`config.mk`:
```
export PLATFORM = sky130hd
export DESIGN_NAME = hrs_ctrl
export DESIGN_NICKNAME = d
export VERILOG_FILES = /design/src/heat_relaxation_solver_macros.svh /design/src/hrs_pkg.sv /design/src/hrs_ctrl.sv
export SDC_FILE = /design/constraint.sdc
export NUM_CORES = 1
export LEC_CHECK = 0
export ABC_CLOCK_PERIOD_IN_PS = 11200
export BUFFER_PORTS_ARGS = -buffer_cell sky130_fd_sc_hd__buf_2
export CORE_MARGIN = 2
export CORE_UTILIZATION = 46
export CTS_CLUSTER_SIZE = 10
export DETAILED_ROUTE_END_ITERATION = 7
export PLACE_DENSITY = 0.69
export SYNTH_ARGS = -nofsm -noshare
export SYNTH_HDL_FRONTEND = slang
export SYNTH_SLANG_ARGS = --single-unit
```
`constraint.sdc`:
```
create_clock -name clk -period 11.2 [get_ports clk]
set_input_delay 1.68 -clock clk [delete_from_list [all_inputs] [get_ports clk]]
set_output_delay 1.68 -clock clk [all_outputs]
set_load 0.05 [all_outputs]
```
`src/heat_relaxation_solver_macros.svh`:
```
// ----------------------------------------------------------------------------
// heat_relaxation_solver_macros
// Assertion macros shared by the heat relaxation solver.
// ----------------------------------------------------------------------------
`ifndef HEAT_RELAXATION_SOLVER_MACROS_SVH
`define HEAT_RELAXATION_SOLVER_MACROS_SVH

// The consequent must hold in the same cycle as the antecedent.
`define HRS_ASSERT_NOW(lbl, ante, cons, msg) \
  lbl: assert property (@(posedge clk) disable iff (rst) (ante) |-> (cons)) else $error(msg);

// The consequent must hold in the cycle after the antecedent.
`define HRS_ASSERT_NEXT(lbl, ante, cons, msg) \
  lbl: assert property (@(posedge clk) disable iff (rst) (ante) |=> (cons)) else $error(msg);

`endif

```
`src/hrs_pkg.sv`:
```
// ----------------------------------------------------------------------------
// hrs_pkg
// Types, constants and helpers shared by the heat relaxation solver modules.
// ----------------------------------------------------------------------------
package hrs_pkg;

  localparam int unsigned HRS_CELLS  = 1024;
  localparam int unsigned HRS_SWEEPS = 3;

  // Configuration reset values.
  localparam logic [10:0] CELL_COUNT_RST    = 11'd1024;
  localparam logic [31:0] EPSILON_RST       = 32'd6554;
  localparam logic [15:0] BOUNDARY_HEAT_RST = 16'd100;

  // Register indexes on the configuration port.
  localparam logic [1:0] REG_CELL_COUNT    = 2'd0;
  localparam logic [1:0] REG_EPSILON       = 2'd1;
  localparam logic [1:0] REG_BOUNDARY_HEAT = 2'd2;

  // Request modes.
  localparam logic MODE_RUN  = 1'b0;
  localparam logic MODE_READ = 1'b1;

  // Commands from the controller to the datapath.
  typedef struct packed {
    logic load_in;    // latch the requested cell index
    logic run_start;  // clear the sweep count and prime the buffer select
    logic init_wr;    // write the initial profile into both buffers
    logic rd_en;      // read both buffers at the controller address
    logic rd_req;     // read both buffers at the requested cell index
    logic flip;       // swap source and destination buffers
    logic cap_w0;     // capture the left neighbor of the window
    logic cap_w1;     // capture the center of the window
    logic cell_wr;    // write one relaxed cell and slide the window
    logic inc_count;  // count one finished sweep
    logic publish;    // make the run's buffer and count visible
    logic out_load;   // load the result register
  } hrs_cmd_t;

  // Status from the datapath to the controller.
  typedef struct packed {
    logic centre_zero;  // center of the window is exactly zero
    logic over_eps;     // cell change exceeds the tolerance
    logic out_free;     // result register can take a new beat
  } hrs_sts_t;

  // Effective rod length: the configured count clamped to 3..cells.
  function automatic logic [31:0] rod_length(input logic [10:0] cnt, input logic [31:0] cells);
    logic [31:0] n;
    n = {21'b0, cnt};
    if (n < 32'd3) n = 32'd3;
    if (n > cells) n = cells;
    return n;
  endfunction

endpackage

```
`src/hrs_ctrl.sv`:
```
// ----------------------------------------------------------------------------
// hrs_ctrl
// Sequencer for initialization, relax sweeps, convergence checks and reads.
// ----------------------------------------------------------------------------
module hrs_ctrl #(
  parameter int unsigned CELLS            = hrs_pkg::HRS_CELLS,
  parameter int unsigned SWEEPS_PER_CHECK = hrs_pkg::HRS_SWEEPS,
  parameter int unsigned IDX_W            = $clog2(CELLS)
) (
  input  logic              clk,
  input  logic              rst,
  input  logic              req_valid,
  output logic              req_stall,
  input  logic              mode,
  input  logic [10:0]       cell_count,
  input  hrs_pkg::hrs_sts_t sts,
  output hrs_pkg::hrs_cmd_t cmd,
  output logic [IDX_W-1:0]  rd_addr,
  output logic [IDX_W-1:0]  wr_addr
);
  import hrs_pkg::*;

  localparam int unsigned K_W = $clog2(SWEEPS_PER_CHECK + 1);
  localparam logic [K_W-1:0] K_LAST = K_W'(SWEEPS_PER_CHECK - 1);

  typedef enum logic [3:0] {
    S_IDLE,
    S_INIT,
    S_SW_R0,
    S_SW_R1,
    S_SW_PRIME,
    S_SW_CELL,
    S_CK_R0,
    S_CK_CMP,
    S_DONE,
    S_RD_ISSUE,
    S_RD_OUT
  } state_t;

  state_t         state, state_next;
  logic [IDX_W-1:0] idx, idx_next;
  logic [K_W-1:0]   sweep_k, sweep_k_next;
  logic [31:0]      rod_n;
  logic [IDX_W-1:0] last_cell;
  logic [IDX_W-1:0] end_cell;

  assign rod_n     = rod_length(cell_count, 32'(CELLS));
  assign last_cell = IDX_W'(rod_n - 32'd1);
  assign end_cell  = IDX_W'(rod_n - 32'd2);
  assign req_stall = (state != S_IDLE);

  always_comb begin
    cmd          = '0;
    rd_addr      = '0;
    wr_addr      = idx;
    state_next   = state;
    idx_next     = idx;
    sweep_k_next = sweep_k;
    case (state)
      S_IDLE: begin
        if (req_valid) begin
          cmd.load_in = 1'b1;
          if (mode == MODE_RUN) begin
            cmd.run_start = 1'b1;
            idx_next      = '0;
            state_next    = S_INIT;
          end else begin
            state_next = S_RD_ISSUE;
          end
        end
      end
      S_INIT: begin
        cmd.init_wr = 1'b1;
        if (idx == last_cell) begin
          sweep_k_next = '0;
          state_next   = S_SW_R0;
        end else begin
          idx_next = idx + IDX_W'(1);
        end
      end
      S_SW_R0: begin
        cmd.flip   = 1'b1;
        cmd.rd_en  = 1'b1;
        rd_addr    = '0;
        state_next = S_SW_R1;
      end
      S_SW_R1: begin
        cmd.cap_w0 = 1'b1;
        cmd.rd_en  = 1'b1;
        rd_addr    = IDX_W'(1);
        state_next = S_SW_PRIME;
      end
      S_SW_PRIME: begin
        cmd.cap_w1 = 1'b1;
        cmd.rd_en  = 1'b1;
        rd_addr    = IDX_W'(2);
        idx_next   = IDX_W'(1);
        state_next = S_SW_CELL;
      end
      S_SW_CELL: begin
        // A sweep ends after the first cell whose center was zero, or after the last interior cell.
        cmd.cell_wr = 1'b1;
        if (sts.centre_zero || idx == end_cell) begin
          cmd.inc_count = 1'b1;
          if (sweep_k == K_LAST) begin
            sweep_k_next = '0;
            state_next   = S_CK_R0;
          end else begin
            sweep_k_next = sweep_k + K_W'(1);
            state_next   = S_SW_R0;
          end
        end else begin
          cmd.rd_en = 1'b1;
          rd_addr   = idx + IDX_W'(2);
          idx_next  = idx + IDX_W'(1);
        end
      end
      S_CK_R0: begin
        cmd.rd_en  = 1'b1;
        rd_addr    = IDX_W'(1);
        idx_next   = IDX_W'(1);
        state_next = S_CK_CMP;
      end
      S_CK_CMP: begin
        if (sts.over_eps) begin
          state_next = S_SW_R0;
        end else if (idx == end_cell) begin
          state_next = S_DONE;
        end else begin
          cmd.rd_en = 1'b1;
          rd_addr   = idx + IDX_W'(1);
          idx_next  = idx + IDX_W'(1);
        end
      end
      S_DONE: begin
        cmd.publish = 1'b1;
        state_next  = S_RD_ISSUE;
      end
      S_RD_ISSUE: begin
        cmd.rd_req = 1'b1;
        state_next = S_RD_OUT;
      end
      S_RD_OUT: begin
        if (sts.out_free) begin
          cmd.out_load = 1'b1;
          state_next   = S_IDLE;
        end
      end
      default: begin
        state_next = S_IDLE;
      end
    endcase
  end

  always_ff @(posedge clk) begin
    if (rst) begin
      state   <= S_IDLE;
      idx     <= '0;
      sweep_k <= '0;
    end else begin
      state   <= state_next;
      idx     <= idx_next;
      sweep_k <= sweep_k_next;
    end
  end

endmodule

```
==> run summary, run 1 <==
OUTCOME
-------------------------------------------------------------------------------------------------
Status                                                                                  completed

LAYOUT
-------------------------------------------------------------------------------------------------
Area of the multi-input gates                                                        0.00185 mm^2
Final std cells w/o fill                                                                      438
Filler Cell Count                                                                             547
Area taken by flip-flops and latches                                                     320 um^2
Finished Cell Area                                                                   0.00264 mm^2
Fraction of final layout cells sized beyond drive strength 1                                0.209
N_diodes                                                                                        0
P&R area growth vs syn                                                                      11.6%
Final nets                                                                                    392

CTS
-------------------------------------------------------------------------------------------------
Number of buffers inserted to repair setup after CTS                                            0
Root buffer cell                                                                     sky130_fd_sc_hd__clkbuf_8
Clock-pin slew on the worst setup and hold paths                                          0.07 ns
Clock Latency Late Sink                                                                   0.26 ns
H-tree depth                                                                                    1
Clock sink count                                                                               16
Number of resized instances in the post-cts repair step                                         0
CTS tree                                                                                     done
Number of buffers created by CTS                                                                3
Deepest clock path buffer count                                                                 2
# hold bufs at CTS                                                                              0

STA
-------------------------------------------------------------------------------------------------
Number of hold violations in the final report                                                   0
Headroom to the max-slew limit                                                              0.500
Total Neg Setup Slack                                                                        0 ns
Max Slew Vio Count                                                                              0
RSZ-0062 raised after global routing                                                           no
Period Utilization, post-route                                                              0.643
Setup-violating endpoint count in the final report                                              0
Final clock skew                                                                       0.00491 ns
Minimum clock period after layout                                                         7.20 ns
Worst-Margin Slew                                                                        0.744 ns
FMAX                                                                                    0.139 GHz

YOSYS
-------------------------------------------------------------------------------------------------
Top-area cell type share of the netlist area                                                0.135
Flip-flop and latch count after synthesis                                                      16
Most used flip-flop cell after synthesis                                             sky130_fd_sc_hd__dfxtp_1
Gate count of the mapped netlist                                                              341
Number of distinct library cell variants in the gate-level netlist after synthesis             65
Cell accounting for the most synthesized area                                        sky130_fd_sc_hd__dfxtp_1
Share of synthesized registers carrying an async set or reset                                   0
Syn nets                                                                                      364
Top cell types by occurrence after synthesis                                         sky130_fd_sc_hd__nor2_1 (32), sky130_fd_sc_hd__nand2_1 (23), sky130_fd_sc_hd__nand3_1 (22)
Post-Syn Area                                                                        0.00236 mm^2
EDFF count, synth                                                                               0
Warning count from the yosys run                                                                0
Most common cell in the synthesized netlist                                          sky130_fd_sc_hd__nor2_1
Syn Area/Cell                                                                           6.93 um^2
Dominant cells by area after synthesis                                               sky130_fd_sc_hd__dfxtp_1 (14%), sky130_fd_sc_hd__nor2_1 (5.1%), sky130_fd_sc_hd__nand3_1 (4.7%), sky130_fd_sc_hd__a21oi_1 (4.4%), sky130_fd_sc_hd__xnor2_1 (4.4%)
Sequential fraction of the synthesis area                                                   0.135

DRT
-------------------------------------------------------------------------------------------------
Detailed-route vias per instance                                                             6.34
Detail Route Antenna Nets                                                                       0
TritonRoute pass-1 iters                                                                        5
First-iteration detailed-routing DRC count                                                    229
Via Count                                                                                   2,776
# DRC                                                                                           0
WL per Instance                                                                           16.8 um
Final Routed Wirelength                                                                   7380 um

FLOORPLAN
-------------------------------------------------------------------------------------------------
Number of placement rows                                                                       26
Initial core utilization                                                                    0.469
Placeable core region                                                                0.00504 mm^2
Die outline height                                                                        75.7 um
Die boundary width                                                                        75.7 um
Top-level I/O count                                                                            51
Die area                                                                             0.00573 mm^2

CRITICAL PATH
-------------------------------------------------------------------------------------------------
Most used cell along the critical path                                               sky130_fd_sc_hd__nand2_1
Delay contributed by the slowest stage of the critical path                               0.64 ns
Worst r2r path cells                                                                           10
Setup CP Type                                                                        input pin to output port
Required time of the critical path                                                        9.52 ns
Crit start category                                                                     input pin
Endpoint class of the critical path                                                   output port
Worst reg2reg setup slack                                                                 8.33 ns
Worst R2R Start                                                                        wr_addr[5]
Critical Path Fanout Max                                                                        9
CP Data Arrival Time                                                                      5.52 ns
Slowest stage cell, crit path                                                        sky130_fd_sc_hd__nor3_1
Reg-to-reg endpoint                                                                    sweep_k[0]
Cell breakdown of the critical path                                                  buf_2 -> nor3_1 -> a31o_2 -> nand2_1 -> ha_1 -> nand2_1 -> mux2i_1 -> a21oi_1 -> xnor2_1 -> a2111o_1 -> nor3_4 -> nor3_2 -> nand2_1 -> a311oi_1 -> buf_2

GRT
-------------------------------------------------------------------------------------------------
Antenna violations before repair                                                                0
Grt ovf                                                                                         0
First-pass GRT wire length                                                              11,800 um
Total global-route track usage                                                              0.266
Vias in the first global route                                                              2,419
Largest net degree at the start of global routing                                              22

POWER
-------------------------------------------------------------------------------------------------
Ratio of total power to cell area                                                     128 mW/mm^2
Leak                                                                                      1.03 nW
Maximum resistive drop on vdd                                                          0.000109 V

HOLD PATH
-------------------------------------------------------------------------------------------------
Min-Delay Path Depth                                                                            2
Start point of the worst min-delay path                                                sweep_k[1]
Sink of the worst hold path                                                            sweep_k[1]
Min-delay worst type                                                                 flip-flop to flip-flop

PLACED DESIGN
-------------------------------------------------------------------------------------------------
Number of placed instances, taps included                                                     434
Final weighted congestion in routability-driven placement                                   0.935
Post-DP HPWL                                                                              5550 um
Area after DPL                                                                       0.00258 mm^2
Port Buf Inserts                                                                               50

RUN
-------------------------------------------------------------------------------------------------
Reported max-cap violation count                                                                0

## cell families after synthesis
group | count (synthesis) | synth area share
AND/OR/NAND/NOR | 155 | 0.360
AO/OA/AOI/OAI | 96 | 0.304
buffers and inverters | 45 | 0.0804
XOR/XNOR | 17 | 0.0630
flip-flops | 16 | 0.135
multiplexers | 7 | 0.0307
adder cells (fa/ha/maj) | 5 | 0.0265
## area by class of cell
type                            count  area share
Clock buffer                        4      0.0209
Timing Repair Buffer               51      0.0977
Sequential cell                    16       0.121
Multi-Input combinational cell    280       0.703
Tap cell                           70      0.0332
Inverter                           17      0.0242
## cell usage in the layout, fill, tap and decap left out, types with 6 or more instances in the layout
cell                       instances
sky130_fd_sc_hd__xnor2_1          12
sky130_fd_sc_hd__buf_2            50
sky130_fd_sc_hd__and3_1            7
sky130_fd_sc_hd__dfxtp_1          16
sky130_fd_sc_hd__nor3_1           11
sky130_fd_sc_hd__nand4_1          10
sky130_fd_sc_hd__a21oi_1          21
sky130_fd_sc_hd__o21ai_0           8
sky130_fd_sc_hd__nand2b_1         14
sky130_fd_sc_hd__o31ai_1           6
sky130_fd_sc_hd__nor2_1           32
sky130_fd_sc_hd__inv_1            17
sky130_fd_sc_hd__nand3_1          22
sky130_fd_sc_hd__nand2_1          23
## worst max-delay path: cells and delay by family
family                   cells  cell delay (ns)
buffers and inverters        2             0.48
AO/OA/AOI/OAI                4             1.12
multiplexers                 1             0.07
AND/OR/NAND/NOR              6             1.69
adder cells (fa/ha/maj)      1             0.34
XOR/XNOR                     1             0.14
## stage by stage
stage	util	setup slack, ns	power (mW)	hold WS (ns)
floorplan	-	3.97	0.239	0.450
global placement	0.512	4.28	0.284	0.463
detailed placement	0.512	4.14	0.284	0.471
CTS	0.523	4.12	0.339	0.480
global route	0.523	3.76	0.362	0.501
finish	0.523	4.00	0.339	0.478
## state kept, by name, indices dropped and copies added (netlist names)
| register | flops |
|---|---|
| state | 4 |
| sweep_k | 2 |
| wr_addr | 10 |
## power by group
part	switching, mW	total, mW	leakage, nW	internal, mW
Clock	0.0217	0.0530	0.0288	0.0313
Sequential	0.0215	0.0849	0.130	0.0634
Combinational	0.140	0.201	0.874	0.0606
## worst max-delay path by stage
stage | end | slack [ns] | from | cells past startpoint
after CTS | rd_addr[9] | 4.12 | cell_count[7] | 15
final | rd_addr[9] | 4.00 | cell_count[7] | 15
after global placement | rd_addr[5] | 4.28 | cell_count[6] | 15
after global routing | rd_addr[9] | 3.76 | cell_count[7] | 13
after floorplan | rd_addr[5] | 3.97 | cell_count[5] | 15
after detailed placement | rd_addr[9] | 4.14 | cell_count[7] | 15
## metal layers
metal | vias up | global-route usage | share of wire
li1 | 1330 | - | -
met5 | - | 0 | 0
met1 | 1304 | 0.370 | 0.45
met4 | 0 | 0.0936 | 0.023
met2 | 125 | 0.441 | 0.47
met3 | 17 | 0.0119 | 0.061
Note: power is estimated with default switching activity, not from simulation.
==> run 2: changes to the inputs <==
- ABC_AREA: not set -> 1
- ABC_CLOCK_PERIOD_IN_PS: 11200 -> 6100
- PLACE_DENSITY: 0.69 -> 0.73
- clock period: 11.2 -> 6.1 ns (I/O delays scaled with it)
==> run summary, run 2 <==
OUTCOME
-------------------------------------------------------------------------------------------------
Status                                                                                  completed

CTS
-------------------------------------------------------------------------------------------------
CTS tree                                                                                     done
Deepest clock path buffer count                                                                 2
Number of resized instances in the post-cts repair step                                         0
# hold bufs at CTS                                                                              0
Clock sink count                                                                               16
Clock-pin slew on the worst setup and hold paths                                          0.06 ns
Number of buffers created by CTS                                                                3
Number of buffers inserted to repair setup after CTS                                            0
Root buffer cell                                                                     sky130_fd_sc_hd__clkbuf_8
H-tree depth                                                                                    1
Clock Latency Late Sink                                                                   0.25 ns

LAYOUT
-------------------------------------------------------------------------------------------------
Final std cells w/o fill                                                                      488
Filler Cell Count                                                                             478
Fraction of final layout cells sized beyond drive strength 1                                0.177
Max FFs per register                                                                           10
Final nets                                                                                    460
P&R area growth vs syn                                                                      14.6%
Utilization after layout                                                                    0.556
N_diodes                                                                                        0
Leading cell types in the layout, fill and taps excluded                             sky130_fd_sc_hd__nand2_1 (116), sky130_fd_sc_hd__nor2_1 (72), sky130_fd_sc_hd__inv_1 (54)
Commonest non-fill, non-tap cell in the layout                                       sky130_fd_sc_hd__nand2_1

STA
-------------------------------------------------------------------------------------------------
Worst-Margin Slew                                                                        0.652 ns
Hold Worst Slack                                                                         0.546 ns
FMAX                                                                                    0.219 GHz
Total Neg Setup Slack                                                                        0 ns
Headroom to the max-slew limit                                                              0.554
Number of hold violations in the final report                                                   0
Setup-violating endpoint count in the final report                                              0
Minimum clock period after layout                                                         4.56 ns
Period Utilization, post-route                                                              0.748
Final clock skew                                                                       0.00282 ns
Crit path setup slack, layout                                                             1.54 ns
Max Slew Vio Count                                                                              0
RSZ-0062 raised after global routing                                                           no

CRITICAL PATH
-------------------------------------------------------------------------------------------------
Endpoint class of the critical path                                                   output port
Delay contributed by the slowest stage of the critical path                               0.37 ns
Slowest stage cell, crit path                                                        sky130_fd_sc_hd__o31ai_1
Reg-to-reg endpoint                                                                      state[0]
Top delay family on crit path                                                        simple AND/OR/NAND/NOR gates
Worst reg2reg setup slack                                                                 3.73 ns
Setup CP Type                                                                        input pin to output port
Worst R2R Start                                                                        wr_addr[3]
Most used cell along the critical path                                               sky130_fd_sc_hd__nand2_1
Crit start category                                                                     input pin
Worst r2r path cells                                                                           11
Number of buffers and inverters on the critical path                                            3
Required time of the critical path                                                        5.18 ns
Cell breakdown of the critical path                                                  buf_2 -> nor2_1 -> nand2_1 -> nor2_2 -> nand3_1 -> nand2_1 -> inv_1 -> ha_1 -> nand2_1 -> a21oi_1 -> nand2_1 -> nand2_1 -> nand2_1 -> nand2_1 -> nor2_2 -> nand3_4 -> nand3_1 -> o31ai_1 -> buf_2
CP Data Arrival Time                                                                      3.65 ns
Critical Path Fanout Max                                                                       13

GRT
-------------------------------------------------------------------------------------------------
Grt ovf                                                                                         0
Largest net degree at the start of global routing                                              19
Total global-route track usage                                                              0.225
Vias in the first global route                                                              2,229
Antenna violations before repair                                                                0
First-pass GRT wire length                                                                9560 um

PLACED DESIGN
-------------------------------------------------------------------------------------------------
Final weighted congestion in routability-driven placement                                   0.946
Worst slack at placement                                                                  1.57 ns
Post-DP HPWL                                                                              4780 um
Number of placed instances, taps included                                                     484
Port Buf Inserts                                                                               50

YOSYS
-------------------------------------------------------------------------------------------------
Area fraction in compound gates after synthesis                                            0.0951
Proportion of synthesized area in mux cells                                                     0
Share of synthesized cell area in full adder, half adder and majority cells                0.0290
Share of synthesized registers carrying an async set or reset                                   0
Most used flip-flop cell after synthesis                                             sky130_fd_sc_hd__dfxtp_1
Flip-flop and latch count after synthesis                                                      16
Gate count of the mapped netlist                                                              391
EDFF count, synth                                                                               0
Number of distinct library cell variants in the gate-level netlist after synthesis             39
Top-area cell type share of the netlist area                                                0.202
Top cell types by occurrence after synthesis                                         sky130_fd_sc_hd__nand2_1 (116), sky130_fd_sc_hd__nor2_1 (72), sky130_fd_sc_hd__inv_1 (54)
Cell accounting for the most synthesized area                                        sky130_fd_sc_hd__nand2_1
Syn Area/Cell                                                                           5.52 um^2
Post-synthesis simple-gate area fraction                                                    0.511
Post-Syn Area                                                                        0.00216 mm^2
Parity-gate share of the synthesized area counting xor and xnor cells                      0.0916
Sequential fraction of the synthesis area                                                   0.148
Syn nets                                                                                      414
Warning count from the yosys run                                                                0
Dominant cells by area after synthesis                                               sky130_fd_sc_hd__nand2_1 (20%), sky130_fd_sc_hd__dfxtp_1 (15%), sky130_fd_sc_hd__nor2_1 (13%), sky130_fd_sc_hd__inv_1 (9.4%), sky130_fd_sc_hd__xor2_1 (6.9%)
Most common cell in the synthesized netlist                                          sky130_fd_sc_hd__nand2_1
Main combinational cell family by area after synthesis                               simple AND/OR/NAND/NOR gates

POWER
-------------------------------------------------------------------------------------------------
Maximum resistive drop on vdd                                                          0.000271 V
Leak                                                                                      1.36 nW
Ratio of total power to cell area                                                     478 mW/mm^2

DRT
-------------------------------------------------------------------------------------------------
WL per Instance                                                                           11.8 um
TritonRoute pass-1 iters                                                                        4
Final Routed Wirelength                                                                   5760 um
Detailed-route vias per instance                                                             5.15
Detail Route Antenna Nets                                                                       0
# DRC                                                                                           0
Via Count                                                                                   2,514
First-iteration detailed-routing DRC count                                                    108

HOLD PATH
-------------------------------------------------------------------------------------------------
Sink of the worst hold path                                                            sweep_k[0]
Min-delay worst type                                                                 flip-flop to flip-flop
Min-Delay Path Depth                                                                            2
Start point of the worst min-delay path                                                sweep_k[0]

FLOORPLAN
-------------------------------------------------------------------------------------------------
Die outline height                                                                        72.5 um
Top-level I/O count                                                                            51
Number of placement rows                                                                       24
Die boundary width                                                                        72.5 um
Placeable core region                                                                0.00444 mm^2
Die area                                                                             0.00526 mm^2
Initial core utilization                                                                    0.486

RUN
-------------------------------------------------------------------------------------------------
Reported max-cap violation count                                                                0

run 2: cell count changes after synthesis, sizes merged, moves of 6 or more:
cell    delta
nor3       -9
nor2      +46
and3       -8
xor2      +12
o31ai      -7
a21oi     -13
nand2b    -14
or3        -6
nand2     +96
xnor2      -9
inv       +39
clkbuf    -17
run 2: area by class of cell:
type | count | area [um^2] | share of cell area
inverters | 57 | 214 | 0.0865
clock buffers | 4 | 55.1 | 0.0223
well taps | 52 | 65.1 | 0.0263
repair buffers | 50 | 250 | 0.101
flip-flops and latches | 16 | 320 | 0.130
multi-input cells | 309 | 1570 | 0.634
run 2: tightest hold or removal path, delay by kind of cell (launching register included):
family          cells  cell delay [ns]
flops               1             0.34
simple gates        1             0.08
compound gates      1             0.09
run 2: power by group:
| part | switching [mW] | internal, mW | total (mW) |
|---|---|---|---|
| registers | 0.0854 | 0.149 | 0.234 |
| logic | 0.608 | 0.245 | 0.853 |
| clock network | 0.0364 | 0.0573 | 0.0938 |
run 2: layer usage:
| metal | vias up | wire (um) | GRT usage |
|---|---|---|---|
| li1 | 1322 | - | - |
| met1 | 1127 | 2810 | 0.316 |
| met2 | 58 | 2600 | 0.371 |
| met3 | 7 | 269 | 0.00833 |
| met4 | 0 | 72 | 0.0720 |
| met5 | - | 0 | 0 |
run 2: cells by family after synthesis:
family                     count (synthesis)
DFF                                       16
buffers and inverters                     66
and+or+nand+nor                          249
xor gates and xnor gates                  21
AOI/OAI and AO/OA                         34
adders and majority gates                  5
run 2: through the flow:
| step | power (mW) | cell area, um^2 |
|---|---|---|
| CTS | 1.18 | 2470 |
| global placement | 1.08 | 2420 |
| finish | 1.18 | 2470 |
| floorplan | 0.911 | 2160 |
| detailed placement | 1.08 | 2420 |
| global route | 1.29 | 2470 |
run 2: worst max path at each step:
stage	start	end	slack, ns	cells past startpoint
global placement	cell_count[9]	rd_addr[7]	1.58	19
global route	cell_count[4]	rd_addr[7]	1.17	19
floorplan	cell_count[5]	rd_addr[2]	1.38	19
finish	cell_count[4]	rd_addr[7]	1.54	19
detailed placement	cell_count[9]	rd_addr[7]	1.57	19
CTS	cell_count[9]	rd_addr[7]	1.55	19
==> run 3: changes to the inputs <==
- ABC_CLOCK_PERIOD_IN_PS: 6100 -> 3800
- clock period: 6.1 -> 3.8 ns (I/O delays scaled with it)
==> run summary, run 3 (synthesis gave the netlist of run 2 again) <==
FLOORPLAN
---------------------------------------------------------------------------
Top-level I/O count                                                      51
Placeable core region                                          0.00444 mm^2
Number of placement rows                                                 24
Die area                                                       0.00526 mm^2
Die boundary width                                                  72.5 um
Die outline height                                                  72.5 um
Initial core utilization                                              0.486

CTS
---------------------------------------------------------------------------
Number of buffers created by CTS                                          3
Clock-pin slew on the worst setup and hold paths                    0.06 ns
Clock Latency Late Sink                                             0.25 ns
H-tree depth                                                              1
Root buffer cell                                               sky130_fd_sc_hd__clkbuf_8
Clock sink count                                                         16
Deepest clock path buffer count                                           2
CTS tree                                                               done
Number of buffers inserted to repair setup after CTS                      0

CRITICAL PATH
---------------------------------------------------------------------------
Top delay family on crit path                                  simple AND/OR/NAND/NOR gates
Delay contributed by the slowest stage of the critical path         0.27 ns
Worst R2R Start                                                  wr_addr[3]
Most used cell along the critical path                         sky130_fd_sc_hd__nand2_1
Crit start category                                               input pin
Setup CP Type                                                  input pin to output port
Cell breakdown of the critical path                            buf_2 -> or2_1 -> nor2_2 -> nand3_1 -> nand2_1 -> inv_1 -> ha_1 -> nand2_1 -> inv_1 -> nand2_1 -> nand2_1 -> nand2_1 -> nand2_1 -> nand2_1 -> nor2_2 -> nand3_4 -> nand3_1 -> buf_4 -> o22ai_1 -> clkbuf_4
Endpoint class of the critical path                             output port
Number of buffers and inverters on the critical path                      5
Required time of the critical path                                  3.23 ns
Beginning of the critical path                                 cell_count[9]
Critical Path Fanout Max                                                  9
CP Data Arrival Time                                                3.03 ns
Slowest stage cell, crit path                                  sky130_fd_sc_hd__clkbuf_4

STA
---------------------------------------------------------------------------
Minimum clock period after layout                                   3.60 ns
Headroom to the max-slew limit                                        0.568
RSZ-0062 raised after global routing                                    yes
Period Utilization, post-route                                        0.948
Final clock skew                                                0.000492 ns
Setup-violating endpoint count in the final report                        0
Worst-Margin Slew                                                  0.640 ns
Number of hold violations in the final report                             0
FMAX                                                              0.278 GHz
Max Slew Vio Count                                                        0
Crit path setup slack, layout                                      0.199 ns

GRT
---------------------------------------------------------------------------
Largest net degree at the start of global routing                        19
Total global-route track usage                                        0.235
Routing usage on met3                                                0.0222
Antenna violations before repair                                          0
GRT met2 Usage                                                        0.389
Grt ovf                                                                   0
Busiest layer in global routing                                        met2
Fraction of met1 tracks used by global routing                        0.312
Vias in the first global route                                        2,324
First-pass GRT wire length                                          9920 um

DRT
---------------------------------------------------------------------------
Via Count                                                             2,560
Final Routed Wirelength                                             5910 um
First-iteration detailed-routing DRC count                              147
WL per Instance                                                     12.0 um
TritonRoute pass-1 iters                                                  5
# DRC                                                                     0
Detailed-route vias per instance                                       5.19
Detail Route Antenna Nets                                                 0

LAYOUT
---------------------------------------------------------------------------
N_diodes                                                                  0
Commonest non-fill, non-tap cell in the layout                 sky130_fd_sc_hd__nand2_1
Leading cell types in the layout, fill and taps excluded       sky130_fd_sc_hd__nand2_1 (116), sky130_fd_sc_hd__nor2_1 (72), sky130_fd_sc_hd__inv_1 (53)
Fraction of final layout cells sized beyond drive strength 1          0.193
Filler Cell Count                                                       454
P&R area growth vs syn                                                18.3%
Max FFs per register                                                     10
Final nets                                                              465
Final std cells w/o fill                                                493

PLACED DESIGN
---------------------------------------------------------------------------
Port Buf Inserts                                                         50
Worst slack at placement                                           0.108 ns
Number of placed instances, taps included                               489
Final weighted congestion in routability-driven placement             0.893
Post-DP HPWL                                                        4830 um

POWER
---------------------------------------------------------------------------
Leak                                                                1.38 nW
Maximum resistive drop on vdd                                    0.000502 V
Ratio of total power to cell area                               751 mW/mm^2

HOLD PATH
---------------------------------------------------------------------------
Start point of the worst min-delay path                          sweep_k[0]
Min-delay worst type                                           flip-flop to flip-flop

OUTCOME
---------------------------------------------------------------------------
Status                                                            completed

RUN
---------------------------------------------------------------------------
Reported max-cap violation count                                          0

run 3: cell count changes in the layout (fill, tap and decap cells not counted), sizes merged:
cell    before  now
clkbuf       4    7
buf         50   52
run 3: area by class of cell:
class	count	area, um^2	area share
multi-input combinational	309	1590	0.621
timing repair buffer	55	314	0.123
sequential	16	320	0.125
inverter	57	214	0.0838
tap	52	65.1	0.0255
clock buffer	4	55.1	0.0216
run 3: per-stage QoR:
stage | hold slack (ns) | TNS [ns] | instance area (um^2) | power (mW) | utilization
floorplan | 0.499 | -1.09 | 2160 | 1.46 | -
global placement | 0.527 | 0 | 2450 | 1.73 | 0.552
detailed placement | 0.540 | 0 | 2450 | 1.74 | 0.552
CTS | 0.555 | 0 | 2510 | 1.90 | 0.565
global route | 0.598 | -0.00333 | 2550 | 2.10 | 0.575
finish | 0.545 | 0 | 2550 | 1.92 | 0.575
run 3: path summary, 6_finish.rpt:
kind | to | slack [ns] | depth (start not counted)
setup / recovery | rd_addr[5] | 0.20 | 20
hold / removal | sweep_k[0] | 0.54 | 2
setup reg to reg | wr_addr[6] | 1.46 | 14
hold reg to reg | sweep_k[0] | 0.54 | 2
run 3: tightest hold or removal path, cell delays in order, from the launching register on:
cell and delay (ns):
sky130_fd_sc_hd__dfxtp_1 0.34, sky130_fd_sc_hd__o21ai_0 0.09, sky130_fd_sc_hd__nor2_1 0.08
run 3: layer usage:
| metal | wire length (um) | share of wire | vias to the layer above |
|---|---|---|---|
| met1 | 2780 | 0.47 | 1133 |
| li1 | - | - | 1338 |
| met5 | 0 | 0 | - |
| met4 | 110 | 0.019 | 0 |
| met2 | 2690 | 0.46 | 77 |
| met3 | 326 | 0.055 | 12 |
run 3: repair_timing:
action / in CTS / in global routing
hold buffers: 0 / 0
resized for setup: 0 / 23
setup endpoints to repair: 0 / 10
run 3: where the power goes:
part           switching, mW  internal, mW
Sequential             0.138         0.239
Combinational          0.989         0.402
Clock                 0.0570        0.0919
